[src/rtl/lis_pkg.sv]
// Shared constants and types for the longest increasing subsequence block.
// No dependencies; imported by longest_increasing_subsequence.
package lis_pkg;

  // capacity of the value and length stores
  localparam int MAX_ITEMS = 64;
  localparam int IDX_W     = $clog2(MAX_ITEMS);
  localparam int CNT_W     = $clog2(MAX_ITEMS + 1);
  localparam int DATA_W    = 32;

  // sequencer states
  typedef enum logic [2:0] {
    ST_IDLE,
    ST_SCAN,
    ST_WRITE,
    ST_BACK,
    ST_EMIT
  } state_t;

endpackage

[src/rtl/longest_increasing_subsequence.sv]
// Longest strictly increasing subsequence, quadratic DP with one comparator. Uses lis_pkg.
// A stored value holds the block (in_ready low) while it is compared with each earlier value
// through the single registered store port, one compare per earlier value, and then
// written. A final item then adds a backtrack walk and the emit of the picked values.
// Throughput: no new item until the stored one is written; a dropped one per cycle; idle = ready.
// Reset (rst, synchronous): counts, best length and index clear; stores are not cleared.
module longest_increasing_subsequence (
  input  logic                              clk,
  input  logic                              rst,
  input  logic                              in_valid,
  output logic                              in_ready,
  input  logic signed [lis_pkg::DATA_W-1:0] value,
  input  logic                              final_item,
  output logic                              out_valid,
  input  logic                              out_ready,
  output logic signed [lis_pkg::DATA_W-1:0] elem,
  output logic        [lis_pkg::CNT_W-1:0]  seq_len,
  output logic                              run_end
);
  import lis_pkg::*;

  // stores
  logic signed [DATA_W-1:0] value_store  [MAX_ITEMS];
  logic        [CNT_W-1:0]  length_store [MAX_ITEMS];
  logic signed [DATA_W-1:0] pick_stack   [MAX_ITEMS];

  // control registers
  state_t             state, state_next;
  logic [CNT_W-1:0]   item_count, item_count_next;
  logic [CNT_W-1:0]   best_length, best_length_next;
  logic [IDX_W-1:0]   best_index, best_index_next;
  logic [CNT_W-1:0]   pos, pos_next;
  logic [CNT_W-1:0]   cur_len, cur_len_next;
  logic [CNT_W-1:0]   scan_idx, scan_idx_next;
  logic               pend, pend_next;
  logic [IDX_W-1:0]   bk_idx, bk_idx_next;
  logic               bk_live, bk_live_next;
  logic               bk_pend, bk_pend_next;
  logic [CNT_W-1:0]   want, want_next;
  logic [CNT_W-1:0]   depth, depth_next;
  logic [IDX_W-1:0]   top, top_next;
  logic               out_valid_next;

  // payload registers
  logic signed [DATA_W-1:0] v_q, v_next;
  logic                     fin_q, fin_next;
  logic signed [DATA_W-1:0] rd_val;
  logic        [CNT_W-1:0]  rd_len;
  logic        [CNT_W-1:0]  seq_len_next;
  logic                     run_end_next;

  // datapath strobes
  logic             push;
  logic             load;
  logic [IDX_W-1:0] rd_addr;
  logic [CNT_W-1:0] rd_len_inc;
  logic [CNT_W-1:0] nb_len;
  logic [IDX_W-1:0] nb_idx;

  assign in_ready   = (state == ST_IDLE);
  assign rd_addr    = (state == ST_BACK) ? bk_idx : scan_idx[IDX_W-1:0];
  assign rd_len_inc = CNT_W'(rd_len + 1'b1);

  // best so far including the value being written
  always_comb begin
    if (best_length < cur_len) begin
      nb_len = cur_len;
      nb_idx = pos[IDX_W-1:0];
    end else begin
      nb_len = best_length;
      nb_idx = best_index;
    end
  end

  // sequencer: next state and next register values
  always_comb begin
    state_next       = state;
    item_count_next  = item_count;
    best_length_next = best_length;
    best_index_next  = best_index;
    pos_next         = pos;
    cur_len_next     = cur_len;
    scan_idx_next    = scan_idx;
    pend_next        = 1'b0;
    bk_idx_next      = bk_idx;
    bk_live_next     = bk_live;
    bk_pend_next     = 1'b0;
    want_next        = want;
    depth_next       = depth;
    top_next         = top;
    v_next           = v_q;
    fin_next         = fin_q;
    seq_len_next     = seq_len;
    run_end_next     = run_end;
    out_valid_next   = out_valid && !out_ready;
    push             = 1'b0;
    load             = 1'b0;

    case (state)
      ST_IDLE: begin
        if (in_valid) begin
          v_next   = value;
          fin_next = final_item;
          if (item_count < CNT_W'(MAX_ITEMS)) begin
            pos_next      = item_count;
            cur_len_next  = CNT_W'(1);
            scan_idx_next = '0;
            state_next    = ST_SCAN;
          end else if (final_item) begin
            // store full: item dropped, still emit
            want_next    = best_length;
            bk_idx_next  = best_index;
            bk_live_next = 1'b1;
            depth_next   = '0;
            state_next   = ST_BACK;
          end
        end
      end

      ST_SCAN: begin
        // issue one read per cycle, compare the one issued last cycle
        if (scan_idx < pos) begin
          scan_idx_next = CNT_W'(scan_idx + 1'b1);
          pend_next     = 1'b1;
        end
        if (pend && (v_q > rd_val) && (rd_len_inc > cur_len)) begin
          cur_len_next = rd_len_inc;
        end
        if ((scan_idx == pos) && !pend) begin
          state_next = ST_WRITE;
        end
      end

      ST_WRITE: begin
        best_length_next = nb_len;
        best_index_next  = nb_idx;
        item_count_next  = CNT_W'(pos + 1'b1);
        if (fin_q) begin
          want_next    = nb_len;
          bk_idx_next  = nb_idx;
          bk_live_next = 1'b1;
          depth_next   = '0;
          state_next   = ST_BACK;
        end else begin
          state_next = ST_IDLE;
        end
      end

      ST_BACK: begin
        // walk down from best index, picking each length in turn
        if (bk_live && (want != '0)) begin
          bk_pend_next = 1'b1;
          if (bk_idx == '0) begin
            bk_live_next = 1'b0;
          end else begin
            bk_idx_next = IDX_W'(bk_idx - 1'b1);
          end
        end
        if (bk_pend && (want != '0) && (rd_len == want)) begin
          push       = 1'b1;
          want_next  = CNT_W'(want - 1'b1);
          depth_next = CNT_W'(depth + 1'b1);
        end
        if ((!bk_live || (want == '0)) && !bk_pend) begin
          if (depth != '0) begin
            top_next   = IDX_W'(depth - 1'b1);
            state_next = ST_EMIT;
          end else begin
            item_count_next  = '0;
            best_length_next = '0;
            best_index_next  = '0;
            state_next       = ST_IDLE;
          end
        end
      end

      ST_EMIT: begin
        // pop the stack into the output register when it is free
        if (!out_valid || out_ready) begin
          load           = 1'b1;
          out_valid_next = 1'b1;
          seq_len_next   = best_length;
          run_end_next   = (top == '0);
          if (top == '0) begin
            item_count_next  = '0;
            best_length_next = '0;
            best_index_next  = '0;
            state_next       = ST_IDLE;
          end else begin
            top_next = IDX_W'(top - 1'b1);
          end
        end
      end

      default: begin
        state_next = ST_IDLE;
      end
    endcase
  end

  // control state
  always_ff @(posedge clk) begin
    if (rst) begin
      state       <= ST_IDLE;
      item_count  <= '0;
      best_length <= '0;
      best_index  <= '0;
      pend        <= 1'b0;
      bk_live     <= 1'b0;
      bk_pend     <= 1'b0;
      out_valid   <= 1'b0;
    end else begin
      state       <= state_next;
      item_count  <= item_count_next;
      best_length <= best_length_next;
      best_index  <= best_index_next;
      pend        <= pend_next;
      bk_live     <= bk_live_next;
      bk_pend     <= bk_pend_next;
      out_valid   <= out_valid_next;
    end
  end

  // working registers
  always_ff @(posedge clk) begin
    pos      <= pos_next;
    cur_len  <= cur_len_next;
    scan_idx <= scan_idx_next;
    bk_idx   <= bk_idx_next;
    want     <= want_next;
    depth    <= depth_next;
    top      <= top_next;
    v_q      <= v_next;
    fin_q    <= fin_next;
    seq_len  <= seq_len_next;
    run_end  <= run_end_next;
  end

  // value and length stores: one write, one registered read
  always_ff @(posedge clk) begin
    if (state == ST_WRITE) begin
      value_store[pos[IDX_W-1:0]]  <= v_q;
      length_store[pos[IDX_W-1:0]] <= cur_len;
    end
    rd_val <= value_store[rd_addr];
    rd_len <= length_store[rd_addr];
  end

  // pick stack: pushed during backtrack, read straight into elem
  always_ff @(posedge clk) begin
    if (push) begin
      pick_stack[depth[IDX_W-1:0]] <= rd_val;
    end
    if (load) begin
      elem <= pick_stack[top];
    end
  end

  // checks
  a_count_cap: assert property (@(posedge clk) disable iff (rst)
    item_count <= CNT_W'(MAX_ITEMS))
    else $error("item count above capacity");

  a_best_le_count: assert property (@(posedge clk) disable iff (rst)
    best_length <= item_count)
    else $error("best length exceeds stored items");

  a_emit_depth: assert property (@(posedge clk) disable iff (rst)
    (state == ST_EMIT) |-> (depth == best_length))
    else $error("backtrack picked wrong number of values");

  a_write_after_scan: assert property (@(posedge clk) disable iff (rst)
    (state == ST_WRITE) |-> ((scan_idx == pos) && !pend))
    else $error("write before scan completed");

endmodule

[config.mk]
export PLATFORM = sky130hd
export DESIGN_NAME = longest_increasing_subsequence
export DESIGN_NICKNAME = d
export VERILOG_FILES = /design/src/rtl/lis_pkg.sv /design/src/rtl/longest_increasing_subsequence.sv
export SDC_FILE = /design/constraint.sdc
export NUM_CORES = 2
export LEC_CHECK = 0
export BUFFER_PORTS_ARGS = -buffer_cell sky130_fd_sc_hd__buf_2
export CAP_MARGIN = 20
export CORE_ASPECT_RATIO = 0.7
export CORE_MARGIN = 4
export CORE_UTILIZATION = 45
export DETAILED_ROUTE_END_ITERATION = 8
export SETUP_SLACK_MARGIN = 0.5
export SLEW_MARGIN = 20
export SYNTH_ARGS = -nofsm -noshare
export SYNTH_HDL_FRONTEND = slang
export SYNTH_MEMORY_MAX_BITS = 65536
export SYNTH_SLANG_ARGS = --single-unit
[constraint.sdc]
create_clock -name clk -period 5.3 [get_ports clk]
set_input_delay 0.795 -clock clk [delete_from_list [all_inputs] [get_ports clk]]
set_output_delay 0.795 -clock clk [all_outputs]
set_load 0.02 [all_outputs]
Word level (Yosys, flattened, before mapping) --
Memories as Yosys holds them, arrays and structs flattened. A register that Yosys moved wholly into a read port is not among the register bits. Index checks and enable logic that the tools add are counted. Widths: inputs -> output; s select.
Operators by class: reduce and logical (&&, ||, !) cells 38, add/sub/neg operators 8, multiplexer cells 75, order comparisons 5, equality and inequality tests 25, bitwise logic cells 2
Operators by type and width (count):
- $mux 7 | 21
- $mux 6 | 16
- $pmux 7 s3 | 4
- $pmux 6 s3 | 2
- $gt 32x32->1 | 1
- $add 7x1->7 const B | 4
- $pmux 7 s2 | 2
- $mux 3 | 8
- $ne 2x2->1 const B | 11
- $mux 1 | 18
- $sub 6x1->6 const B | 3
- $pmux 3 s5 | 1
- $eq 7x7->1 | 2
- $lt 7x7->1 | 2
- $ne 2x1->1 const B | 7
- $reduce_and 7->1 | 2
- $reduce_bool 7->1 | 2
- $logic_not 6->1 | 2
- $pmux 6 s2 | 1
- $reduce_and 6->1 | 2
- $reduce_and 5->1 | 2
- $logic_and 1x1->1 | 8
- $reduce_and 4->1 | 2
- $gt 7x7->1 | 1
- 18 further kinds | 29
Storage, ports and cells: flip-flop bits (word level) 115, word-level logic and storage cells 175, RAM bits 4544, output and inout port bits 42, memories kept 3
Memories:
- pick_stack | depth 64, bits a word 32, rd ports 1, clocked after memory_dff 1, wr ports 1, line longest_increasing_subsequence.sv:25 | logic signed [DATA_W-1:0] pick_stack [MAX_ITEMS];
- value_store | depth 64, bits a word 32, rd ports 1, clocked after memory_dff 1, wr ports 1, line longest_increasing_subsequence.sv:23 | logic signed [DATA_W-1:0] value_store [MAX_ITEMS];
- length_store | depth 64, bits a word 7, rd ports 1, clocked after memory_dff 1, wr ports 1, line longest_increasing_subsequence.sv:24 | logic [CNT_W-1:0] length_store [MAX_ITEMS];

Longest topological paths before layout --
depth in word-level cells 7, depth in mapped cells 12, mapped depth without buffers 10

Worst setup path after synthesis --
OpenSTA, ideal clock, no wires.
path type flip-flop to flip-flop, start register state[2], end memory pick_stack[40][0], enable pin, required time 4839 ps, stages on the path, launching flop included 8, arrival 4065 ps, library setup time 461 ps, period minus slack after synthesis 4526 ps, path slack 774 ps, cell sequence dfxtp_1 buf_2 nand3b_1 buf_4 clkbuf_1 nor4_1 or3b_2 nor3_1
On the way: cells in the longest elaborated chain, start to end 4
Ends and longest elaborated chain:
- from (decl) | line longest_increasing_subsequence.sv:28 | state_t state, state_next;
- from (signal assigned) | line longest_increasing_subsequence.sv:213 | state <= state_next;
- $eq 3x2->1 | line longest_increasing_subsequence.sv:99 | case (state)
- $mux 1 | line longest_increasing_subsequence.sv:99
- $mux 1 | line longest_increasing_subsequence.sv:251 | if (push) begin
- $mux 1 (implied by the code) | line longest_increasing_subsequence.sv:252 | pick_stack[depth[IDX_W-1:0]] <= rd_val;
- to (decl) | line longest_increasing_subsequence.sv:25
Every way passes these cells.

Worst setup path after layout --
start register rd_val[4] (read register of value_store), end register cur_len[0], enable pin
On the way: cells in the longest elaborated chain, start to end 5
Ends and longest elaborated chain:
- from (decl) | line longest_increasing_subsequence.sv:47 | logic signed [DATA_W-1:0] rd_val;
- $gt 32x32->1 | line longest_increasing_subsequence.sv:126 | if (pend && (v_q > rd_val) && (rd_len_inc > cur_len)) begin
- $logic_and 1x1->1 (2 in series) | line longest_increasing_subsequence.sv:126
- $ne 2x2->1 (no source line)
- $reduce_and 4->1 (no source line)
- to (signal assigned) | line longest_increasing_subsequence.sv:227 | cur_len <= cur_len_next;
- to (decl) | line longest_increasing_subsequence.sv:33 | logic [CNT_W-1:0] cur_len, cur_len_next;
Every way passes these cells. A chain may end at the register's enable or synchronous reset.

==> metrics.md <==
| Metric | Value |
|---|---|
| Status | finished, final reports clean |
| Startpoint Class | flip-flop |
| Worst Setup End Kind | flip-flop |
| First-pass GRT wire length | about 700 mm |
| Starting DRT DRC Count | approximately 14k |
| Grt total ovfl | 0 |
| Commonest non-fill, non-tap cell in the layout | edfxtp_1 |
| Placer Congestion | about 0.84 |
| Register Area | about 0.14 sq mm |
| Initial Util | a little under half |
| Clock Latency Late Sink | ~1.0 ns |
| FP Rows | 195 |
| PD cells | between 400 and 500 mW/mm^2 |
| Hpwl dp | 294 mm |
| Via density per instance | 6.21 |
| #FFs+latches synth | ~4.7k |
| Post-synth EDFFs | about 4.7k |
| Least-Margin Pin Slew | around 1.2 ns |
| Post-layout min period | 4.33 ns |
| Critical path's slowest cell | nor4_1 |
| Number of global-route vias before repair | ~90k |
| Largest net degree at the start of global routing | roughly 110 |
| CTS tree | yes |
| Critical Path Stages | 11 |
| Leak | about 69 nW |
| CTS sink count | 4730 |
| Final Max Slew Viols | 0 |
| Mapped Cells | 8937 |
| Vias | about 94k |
| Reg clk slew, reported paths | ~0.07 ns |
| WP data arrival | slightly below 5 ns |
| CP bufs+invs | 3 |
| Post-CTS Repair Setup Buffers | 0 |
| Sequential fraction of the synthesis area | around 78% |
| I/O Pins | approximately 80 |
| Slowest stage delay, CP | between 1 and 1.5 ns |
| Rel. slew slack | roughly a fifth |
| Hold Slack | approximately 0.11 ns |
| Routed Antenna Nets | 0 |
| Mapped Area | about 0.18 sq mm |
| Fillcell total | around 31k |
| Clock Skews | ~0.086 ns |
| Area occupied by multi-input gates | just under 0.04 sq mm |
| Total Routing Usage GR | between 20% and 30% |
| Leading cell types in the layout, fill and taps excluded | edfxtp_1 (4664), mux2i_1 (1431), mux4_2 (509), clkbuf_16 (441) |
| Ys flop type | edfxtp_1 |
| Die ar. | roughly 0.41 sq mm |
| Setup TNS | 0 ns |
| Period utilization | about four fifths |
| Main area contributors after synthesis | edfxtp_1 (77%), mux2i_1 (7.9%), mux4_2 (6.3%) |
| Mapped Nets | roughly 9k |
| Netlist cell types | 60 |
| Post-synth top area share | about three quarters |
| Worst vdd ir | 0.000359 V |
| Total Nets Final | about 9.5k |
| Share of layout cells above drive strength 1 | roughly a fifth |
| Data required, critical path | between 5 and 6 ns |
| CTS H-tree depth | 5 |
| Hold Fails Final Rpt | 0 |
| Mean Syn Cell Area | around 20 sq um |
| Async SR Flop Fraction | 0% |
| Clock tree buffer depth | 4 |
| Max-capacitance violation count | 0 |
| Yosys top cell by area | edfxtp_1 |
| CP Cell Sequence | buf_4, inv_1, ha_1, nand4_1, nor4_1, o21ai_0, a31oi_1, nor4_1, xor2_1, buf_4, a21o_1 |
| Placeable Area | around 0.4 sq mm |
| RSZ-0062 raised after global routing | false |
| Ys Warns | 0 |
| Total CTS buffers | around 440 |
| Layout Area Growth over Synthesis | 13.5% |
| Post-DP Area | roughly 0.19 sq mm |
| Max FO, Critical Path | 65 |
| Crit path max-delay family | simple AND/OR/NAND/NOR gates |
| Antenna violations before repair | 33 |
| IO buf count | 78 |
| Worst hold path class | in -> reg |
| Hold depth | 1 |
| Clock Tree Root | clkbuf_16 |
| WL/cell | around 33 um |
| Die H | ~540 um |
| Setup violations, final | 0 |
| DRC violations left | 0 |
| Drt first pass iters | 6 |
| Max Clk Rate | about 230 MHz |
| Post-Route WL | 509 mm |
| Die X | between 700 and 800 um |
| Final instance area | slightly above 0.2 sq mm |
| FF-to-FF path depth | 11 |
| Crit path kind | reg -> reg |
cell families after synthesis:
family          synth area share, %
compound gates                 4.48
xor+xnor                      0.183
fa+ha+maj                     0.426
buf+inv                        1.61
flops                          77.7
mux                            14.4
simple gates                   1.17
per-layer routing:
metal  routed length, um  track usage (%)  vias up
met2              216000             33.5     5211
met4               11100             5.28       12
met5                  78                0        -
li1                    -                -    38277
met3               57300             5.51      684
met1              224000             37.9    50245
worst register-to-register path: stages (launching register included):
cell	delay (ns)
dfxtp_2	0.44
buf_4	0.53
inv_1	0.11
ha_1	0.30
nand4_1	0.11
nor4_1	1.02
o21ai_0	0.24
a31oi_1	0.34
nor4_1	0.12
xor2_1	0.16
buf_4	0.22
a21o_1	0.35
power by group:
group | internal, mW | switching [mW] | total [mW]
Combinational | 6.65 | 13.0 | 19.7
Clock | 17.4 | 13.9 | 31.3
Sequential | 44.4 | 0.638 | 45.1
Total | 68.5 | 27.6 | 96.1
per-stage QoR:
step / std cells / setup WS [ns] / power (mW) / util [%]
after floorplan: 8937 / 0.774 / 58.0 / -
after global placement: 14366 / 1.17 / 64.9 / 47.6
after detailed placement: 14371 / 1.09 / 65.3 / 47.7
after CTS: 15204 / 1.09 / 96.3 / 51.3
after global routing: 15209 / 0.872 / 99.2 / 51.3
final: 15217 / 0.974 / 96.1 / 51.3
cell usage after synthesis (6+ instances only):
library cell     n
edfxtp_1      4664
mux2i_1       1432
mux4_2         509
o22ai_1        362
clkbuf_1       203
nor2_1         196
o221ai_1       176
o22a_1         156
buf_4          136
o31ai_1        125
buf_2          115
a21oi_1         84
nor3_1          74
dfxtp_1         66
ha_1            62
nand2_1         61
inv_1           56
mux2_2          41
o2111ai_1       39
buf_1           37
a221o_1         35
nand3_1         35
xnor2_1         23
a221oi_1        20
o21ai_0         20
buf_6           19
o21ai_1         15
xor2_1          15
a22o_1          13
nand2b_1        12
a211oi_1        11
nand4_1         11
a22oi_1          9
nand3b_1         9
a21o_1           8
and2_1           8
nor3b_1          8
and3_1           7
nor2b_1          6
nor4_1           6
o311ai_1         6
state kept, by name, indices dropped and copies added (netlist names), 3 cells and up:
name,cells
pick_stack,2048
scan_idx,7
item_count,7
depth,7
best_index,6
cur_len,7
state,3
rd_len,7
rd_val,32
seq_len,7
value_store,2048
length_store,448
elem,32
v_q,32
best_length,7
top,6
bk_idx,6
want,7
pos,7
path summary, 6_finish.rpt:
kind | start | end | slack, ns
hold reg to reg | item_count[1] | pos[1] | 0.43
setup reg to reg | rd_val[4] | cur_len[0] | 0.97
setup / recovery | rd_val[4] | cur_len[0] | 0.97
hold / removal | value[8] | v_q[8] | 0.11
cell type report:
class / instances / area share [%]
clock buffers: 565 / 5.69
clock inverters: 248 / 1.21
well taps: 5417 / 3.28
multi-input cells: 3641 / 18.8
diodes: 10 / 0.0121
flip-flops and latches: 4730 / 68.5
repair buffers: 550 / 2.48
inverters: 56 / 0.102
what timing repair did:
action | CTS | global route
resized for setup | 0 | 0
hold buffers | 20 | 0
hold endpoints to repair | 20 | 0
No activity file was read; power rests on OpenSTA's default activity.
